===== src/design/fsg_pkg.sv =====
// ----------------------------------------------------------------------------
// fsg_pkg
// Shared types and constants for the formation setpoint generator.
// ----------------------------------------------------------------------------
package fsg_pkg;

  localparam int FOLLOWERS_DEF    = 5;
  localparam int CORDIC_STEPS_DEF = 16;
  localparam int OFFSET_REGS      = 5;

  localparam int POS_W  = 24;
  localparam int QUAT_W = 16;
  localparam int LA_W   = 12;
  localparam int OFS_W  = 48;
  localparam int CFG_IDX_W = 3;
  localparam int SAMPLE_W  = 6 * POS_W + 4 * QUAT_W;

  localparam logic [CFG_IDX_W-1:0] REG_LOOKAHEAD = 3'd0;

  localparam logic [LA_W-1:0] LOOKAHEAD_RESET = 12'd256;
  localparam logic signed [31:0] KINV_Q30 = 32'sd652032874;
  localparam logic signed [POS_W-1:0] TGT_MAX = 24'sd8388607;
  localparam logic signed [POS_W-1:0] TGT_MIN = -24'sd8388608;

  function automatic logic [OFS_W-1:0] offset_reset(input int idx);
    case (idx)
      0: offset_reset = 48'hFC0000000000;
      1: offset_reset = 48'hFA0000000000;
      2: offset_reset = 48'hF80000000000;
      3: offset_reset = 48'hFE0000000000;
      4: offset_reset = 48'hF60000000000;
      default: offset_reset = '0;
    endcase
  endfunction

  // controller to datapath commands
  typedef struct packed {
    logic load;       // capture input sample
    logic pred;       // compute predicted position
    logic vec_init;   // start vectoring
    logic vec_step;   // one vectoring iteration
    logic rot_init;   // load follower offset
    logic rot_step;   // one rotation iteration
    logic gain_a;     // gain multiply x
    logic gain_b;     // gain multiply y
    logic fin;        // form result
  } fsg_cmd_t;

endpackage


===== src/design/fsg_ctrl.sv =====
// ----------------------------------------------------------------------------
// fsg_ctrl
// Sequencer: prediction and vectoring, then per follower offset load, rotation, gain and output.
// ----------------------------------------------------------------------------
module fsg_ctrl #(
  parameter int FOLLOWERS    = 5,
  parameter int CORDIC_STEPS = 16,
  parameter int FIDX_W       = 3,
  parameter int STEP_W       = 5
) (
  input  logic               clk,
  input  logic               rst,
  input  logic               in_valid,
  output logic               in_ready,
  output logic               out_valid,
  input  logic               out_ready,
  output fsg_pkg::fsg_cmd_t  cmd,
  output logic [STEP_W-1:0]  step,
  output logic [FIDX_W-1:0]  fidx,
  output logic               last
);
  import fsg_pkg::*;

  localparam logic [3:0] S_IDLE = 4'd0, S_PRED = 4'd1, S_VEC = 4'd2,
                         S_RINIT = 4'd3, S_ROT = 4'd4, S_GA = 4'd5,
                         S_GB = 4'd6, S_FIN = 4'd7, S_OUT = 4'd8;

  logic [3:0] state;
  logic [STEP_W-1:0] step_last;
  assign step_last = STEP_W'(CORDIC_STEPS - 1);

  assign in_ready  = (state == S_IDLE);
  assign out_valid = (state == S_OUT);
  assign last      = (fidx == FIDX_W'(FOLLOWERS - 1));

  always_comb begin
    cmd = '0;
    cmd.load     = in_valid && in_ready;
    cmd.pred     = (state == S_PRED);
    cmd.vec_init = (state == S_PRED);
    cmd.vec_step = (state == S_VEC);
    cmd.rot_init = (state == S_RINIT);
    cmd.rot_step = (state == S_ROT);
    cmd.gain_a   = (state == S_GA);
    cmd.gain_b   = (state == S_GB);
    cmd.fin      = (state == S_FIN);
  end

  always_ff @(posedge clk) begin
    if (rst) begin
      state <= S_IDLE;
      step  <= '0;
      fidx  <= '0;
    end else begin
      case (state)
        S_IDLE: if (in_valid) begin
          state <= S_PRED;
        end
        S_PRED: begin
          step  <= '0;
          state <= S_VEC;
        end
        S_VEC: begin
          step <= step + 1'b1;
          if (step == step_last) begin
            fidx  <= '0;
            state <= S_RINIT;
          end
        end
        S_RINIT: begin
          step  <= '0;
          state <= S_ROT;
        end
        S_ROT: begin
          step <= step + 1'b1;
          if (step == step_last) state <= S_GA;
        end
        S_GA:  state <= S_GB;
        S_GB:  state <= S_FIN;
        S_FIN: state <= S_OUT;
        S_OUT: if (out_ready) begin
          if (last) begin
            state <= S_IDLE;
          end else begin
            fidx  <= fidx + 1'b1;
            state <= S_RINIT;
          end
        end
        default: state <= S_IDLE;
      endcase
    end
  end
endmodule


===== config.mk =====
export PLATFORM = sky130hd
export DESIGN_NAME = fsg_ctrl
export DESIGN_NICKNAME = d
export VERILOG_FILES = /design/src/design/fsg_pkg.sv /design/src/design/fsg_ctrl.sv
export SDC_FILE = /design/constraint.sdc
export NUM_CORES = 1
export LEC_CHECK = 0
export BUFFER_PORTS_ARGS = -buffer_cell sky130_fd_sc_hd__buf_2
export CORE_AREA = 2 2 51 53
export DETAILED_ROUTE_END_ITERATION = 8
export DIE_AREA = 0 0 53 55
export PLACE_DENSITY = 0.55
export SLEW_MARGIN = 25
export SYNTH_ARGS = -nofsm -noshare
export SYNTH_HDL_FRONTEND = slang
export SYNTH_SLANG_ARGS = --single-unit

===== constraint.sdc =====
create_clock -name clk -period 5.1 [get_ports clk]
set_input_delay 0.255 -clock clk [delete_from_list [all_inputs] [get_ports clk]]
set_output_delay 0.255 -clock clk [all_outputs]
set_load 0.005 [all_outputs]

==> out/qor.csv, run 1 <==
metric,value,unit
outcome,completed,
Site Rows,18,
count of cell types in the netlist,37,
max incr delay on CP,350,ps
endpoint class of the critical path,flop,
synth warn,0,
Max Clk Rate,534,MHz
Post-synth EDFFs,0,
crit-path cells,ha_1 > and3_1 > ha_1 > or3_1 > o22ai_1 > a2bb2oi_1 > nor2_1,
Syn Area/Cell,8.59,sq um
Routed Antenna Nets,0,
Worst Setup Start Kind,flop,
Synth Cell Area,782,sq um
drt initial violations,9,
core area,0.00236,sq mm
Root Buffer,clkbuf_4,
unrepaired setup endpoints after global routing,false,
Area after DPL,895,sq um
Sum Neg Setup Slack,0,ps
Required @ worst endpoint,5270,ps
Worst path top cell family by delay,simple AND/OR/NAND/NOR gates,
Layout Nets,120,
Vias,689,
Buf/Inv on CP,0,
Synth Instances,91,
"Setup Fix Bufs, Post-CTS",0,
Port Buffers,23,
htree depth,1,
clk buf depth,2,
Clock transition at path regs,80,ps
worst setup path category,reg -> reg,
maximum VDD drop,0.194,mV
Post-synth ARST share,0,%
vias in the first global route,617,
clock latency on the worst-skew pair,280,ps
Via density,4.89,
antenna cells,0,
final WL,1.67,mm
CTS Buf Count,3,
routed len/inst,11.9,microns
post-route cell area,931,sq um
initial antenna violation count,0,
syn nets,99,
RR Startpoint,step[0],
DRC,0,
post-route clock period utilization,36.7,%
Fin. Hold Viols,0,
CTS tree,yes,
Synth Flop Type,dfxtp_1,
share of cells above drive strength 1,31.5,%
hold crit path type,in -> reg,
min Tclk post-route,1870,ps
Pwr Density,395,mW/mm^2
hold path startpoint,out_ready,
Die ar.,0.00292,sq mm
synthesized flop and latch total,12,
first-pass iteration count of the detailed router,2,
# clock sinks,12,
Die Height,55,microns
Post-CTS Resized,0,
io pins,24,
first-pass GRT wire length,2.77,mm
fill count,257,
die width,53,microns
leakage,0.395,nW
"Data arrival, critical path",2040,ps
max-cap viol count,0,
CP max stage cell,dfxtp_1,
post-DP HPWL,1.23,mm
Overflow after GRT,0,
Slew @ Worst Pin,707,ps
hold_ws,282,ps
clk_skew,2.18,ps
"commonest non-fill, non-tap cell in the layout",buf_2,
CTS Hold Bufs,0,
final-report setup violation count,0,
CP Max Fanout,4,
worst setup path startpoint,step[0],
max-slew violations,0,
largest net degree at the start of global routing,20,
sequential-to-total area share from yosys stat,30.7,%
routability congestion estimate,0.730,
Starting Density,33.1,%
"commonest non-fill, non-tap cells in the layout","buf_2, dfxtp_1, nor2_1",
Total GRT Usage,13.0,%
P&R area growth vs syn,19.0,%
CP dominant cell by count,ha_1,
slew margin rel.,52.8,%
-- Yosys cell counts, types with 2 or more instances --
cell type | n | share of area (%)
a21oi_1 | 8 | 5.1
and2_1 | 2 | 1.6
buf_2 | 2 | 1.3
buf_4 | 3 | 2.9
dfxtp_1 | 12 | 31
ha_1 | 4 | 6.4
inv_1 | 6 | 2.9
mux2i_1 | 2 | 2.6
nand2_1 | 5 | 2.4
nand2b_1 | 2 | 1.6
nand3_1 | 2 | 1.3
nand3b_1 | 2 | 1.9
nor2_1 | 9 | 4.3
nor3_1 | 5 | 3.2
nor3b_1 | 2 | 1.9
nor4_1 | 2 | 1.6
o21ai_0 | 2 | 1.3
xor2_1 | 2 | 2.2
-- metal layers --
layer  routed length, microns  global-route usage (%)
met2                      748                    20.8
met3                       68                    4.84
met5                        0                       0
met4                        0                    3.85
met1                      856                    16.3
-- metrics by stage --
step / instances / power, W / setup slack (ps) / utilization (%)
floorplan: 91 / 0.000259 / 3320 / -
finish: 141 / 0.000367 / 3230 / 39.4
global route: 141 / 0.000393 / 3040 / 39.4
detailed placement: 137 / 0.000293 / 3250 / 37.8
CTS: 141 / 0.000372 / 3230 / 39.4
global placement: 137 / 0.000292 / 3290 / 37.8
-- flip-flops by register name (all words and copies together) (netlist names) --
signal  flops
step        5
state       4
fidx        3
-- path summary, 6_finish.rpt --
path / to / slack, ps / depth (start not counted)
setup / recovery: state[1] / 3230 / 7
hold reg to reg: fidx[0] / 500 / 2
hold / removal: fidx[0] / 280 / 3
setup reg to reg: state[1] / 3230 / 7
-- cells by family after synthesis --
| logic type | synth area share (%) |
|---|---|
| fa+ha+maj | 6.40 |
| xor+xnor | 3.36 |
| mux | 4.00 |
| simple gates | 30.2 |
| flops | 30.7 |
| buf+inv | 8.00 |
| compound gates | 17.3 |
-- area by class of cell --
class                      instances  area, sq um  area share, %
clock buffer                       4         36.3           3.90
inverter                           6         22.5           2.42
multi-input combinational         66          479           51.5
sequential                        12          240           25.8
tap                               30         37.5           4.03
timing repair buffer              23          115           12.4
-- worst register-to-register path, cell delays in order (launching register included) --
cell       delay, ps
dfxtp_1          350
ha_1             230
and3_1           180
ha_1             220
or3_1            310
o22ai_1          230
a2bb2oi_1        200
nor2_1            50
-- power by group --
part | total, W | internal, W | switching (W)
registers | 0.000138 | 0.000104 | 0.0000338
clock network | 0.0000780 | 0.0000434 | 0.0000346
logic | 0.000151 | 0.0000767 | 0.0000745
total | 0.000367 | 0.000225 | 0.000143
Power figures use the tool's default switching activity.
==> run 2, diff against run 1 <==
PLACE_DENSITY = 0.57   (was 0.55)
clock period = 1.72 ns   (was 5.1 ns; I/O delays follow)
==> run 2 against run 1 <==
  * Clock power grew 110%
  * Sequential share of layout area fell by 2.0 points
  * Clock skew down 0.87 ps
  * Register-to-register slack worse by 3200 ps
  * Power grew to 3.1 times the previous value
  * Worst setup slack worse by 3200 ps
  * Via count rose by 6.4%
  * Worst hold slack worse by 140 ps
  * Core utilization increased by 4.3 points
  * Global-route usage grew 0.73 points
  * Critical path type unchanged
==> out/qor.csv, run 2 (synthesized netlist as in run 1, its figures left out) <==
metric,value,unit,change
P&R area growth vs syn,32.0,%,
Clock transition at path regs,70,ps,about the same
DRC,0,,unchanged
Fin. Hold Viols,0,,unchanged
"Data arrival, critical path",1800,ps,-240 ps
Overflow after GRT,0,,unchanged
Area after DPL,981,sq um,+9.7%
final-report setup violation count,0,,unchanged
"commonest non-fill, non-tap cells in the layout","buf_2, buf_4, nor2_1",,
max-cap viol count,0,,unchanged
Worst Setup Start Kind,flop,,
Final Power,0.00115,W,+210%
Required @ worst endpoint,1870,ps,-3400 ps
met1 GRT Util,16.5,%,+0.27 points
hold crit path type,in -> reg,,
# clock sinks,12,,unchanged
core area,0.00236,sq mm,unchanged
hold_ws,138,ps,-144 ps
Pwr Density,1110,mW/mm^2,+180%
fill count,262,,+1.9%
CP Max Fanout,3,,-1
CP max stage cell,dfxtp_2,,
share of cells above drive strength 1,45.0,%,+13 points
Site Rows,18,,unchanged
initial antenna violation count,0,,unchanged
Max Clk Rate,606,MHz,+14%
vias in the first global route,678,,+9.9%
Via density,4.89,,about the same
GRT met3 Usage,3.23,%,-1.6 points
Port Buffers,23,,unchanged
Slew @ Worst Pin,422,ps,-285 ps
unrepaired setup endpoints after global routing,false,,
clk_skew,1.31,ps,-0.874 ps
post-route clock period utilization,95.9,%,+59 points
post-route cell area,0.00103,sq mm,+11%
post-DP HPWL,1.33,mm,+8.6%
max incr delay on CP,340,ps,about the same
Top reg by flops,step,,
"commonest non-fill, non-tap cell in the layout",buf_2,,
slack of the worst reg-to-reg path,70,ps,-3160 ps
Top Registers,"step (5), state (4), fidx (3)",,
endpoint class of the critical path,flop,,
maximum VDD drop,0.561,mV,+190%
first-pass iteration count of the detailed router,4,,+2
outcome,completed,,
worst setup path category,reg -> reg,,
multi-input logic area,514,sq um,+7.3%
largest net degree at the start of global routing,13,,-35%
hold path cells,3,,unchanged
final WL,1.72,mm,+2.9%
drt initial violations,2,,-7
crit-path cells,ha_4 > and3_4 > ha_2 > or3_1 > o22ai_2 > a2bb2oi_2 > nor2_1,,
max-slew violations,0,,unchanged
first-pass GRT wire length,2.93,mm,+5.5%
M2 GR Usage,24.4,%,+3.5 points
Vias,733,,+6.4%
Layout Nets,130,,+8.3%
leakage,0.438,nW,+11%
Die Height,55,microns,unchanged
Total GRT Usage,13.7,%,+0.73 points
routability congestion estimate,0.687,,-5.9%
die width,53,microns,unchanged
Die ar.,0.00292,sq mm,unchanged
Worst Reg-to-Reg Cells,7,,unchanged
min Tclk post-route,1650,ps,-224 ps
"Setup Fix Bufs, Post-CTS",0,,unchanged
antenna cells,0,,unchanged
Starting Density,33.1,%,unchanged
Root Buffer,clkbuf_4,,
routed len/inst,11.5,microns,-3.3%
post-layout util,43.7,%,+4.3 points
CTS tree,yes,,
Sum Neg Setup Slack,0,ps,unchanged
Routed Antenna Nets,0,,unchanged
clock latency on the worst-skew pair,260,ps,-20 ps
htree depth,1,,unchanged
register area,245,sq um,+2.1%
max FFs per register,5,,unchanged
CTS Hold Bufs,0,,unchanged
CTS Buf Count,3,,unchanged
clk buf depth,2,,unchanged
gr busiest metal,met2,,
slew margin rel.,71.9,%,+19 points
io pins,24,,unchanged
[run 2: path summary, 6_finish.rpt]
path / startpoint / to
hold / removal: out_ready / fidx[0]
setup reg to reg: step[1] / state[1]
hold reg to reg: fidx[1] / fidx[1]
setup / recovery: step[1] / state[1]
[run 2: stage by stage]
stage | worst slack [ps] | instances
6_report | 70.2 | 150
5_1_grt | 8.17 | 150
4_1_cts | 16.1 | 150
3_5_place_dp | 16.8 | 147
3_3_place_gp | 42.7 | 147
2_1_floorplan | 8.48 | 91
[run 2: final cells by class]
class                      instances  share of cell area, %
tap                               30                   3.64
clock buffer                       3                   2.18
sequential                        12                   23.8
timing repair buffer              33                   18.4
inverter                           6                   2.18
multi-input combinational         66                   49.8
[run 2: metal layers]
metal / vias up / wire length [microns]
li1: 379 / -
met1: 337 / 837
met2: 17 / 793
met3: 0 / 90
met4: 0 / 0
met5: - / 0
[run 2: power breakdown]
| part | total (W) | internal [W] | switching, W | leakage (nW) |
|---|---|---|---|---|
| clock network | 0.000167 | 0.0000808 | 0.0000864 | 0.0138 |
| logic | 0.000577 | 0.000310 | 0.000268 | 0.325 |
| registers | 0.000403 | 0.000314 | 0.0000888 | 0.0989 |
| total | 0.00115 | 0.000705 | 0.000443 | 0.438 |
[run 2: timing repair]
action | in CTS | in global routing
pin swaps | 1 | 2
gates resized for setup | 0 | 8
setup endpoints to repair | 1 | 6
endpoints found under the hold margin | 0 | 0
[run 2: worst max-delay path: cells and delay by family, from the launching register on]
family                   cells  cell delay [ps]
flip-flops                   1              340
AO/OA/AOI/OAI                2              350
AND/OR/NAND/NOR              3              530
adder cells (fa/ha/maj)      2              320
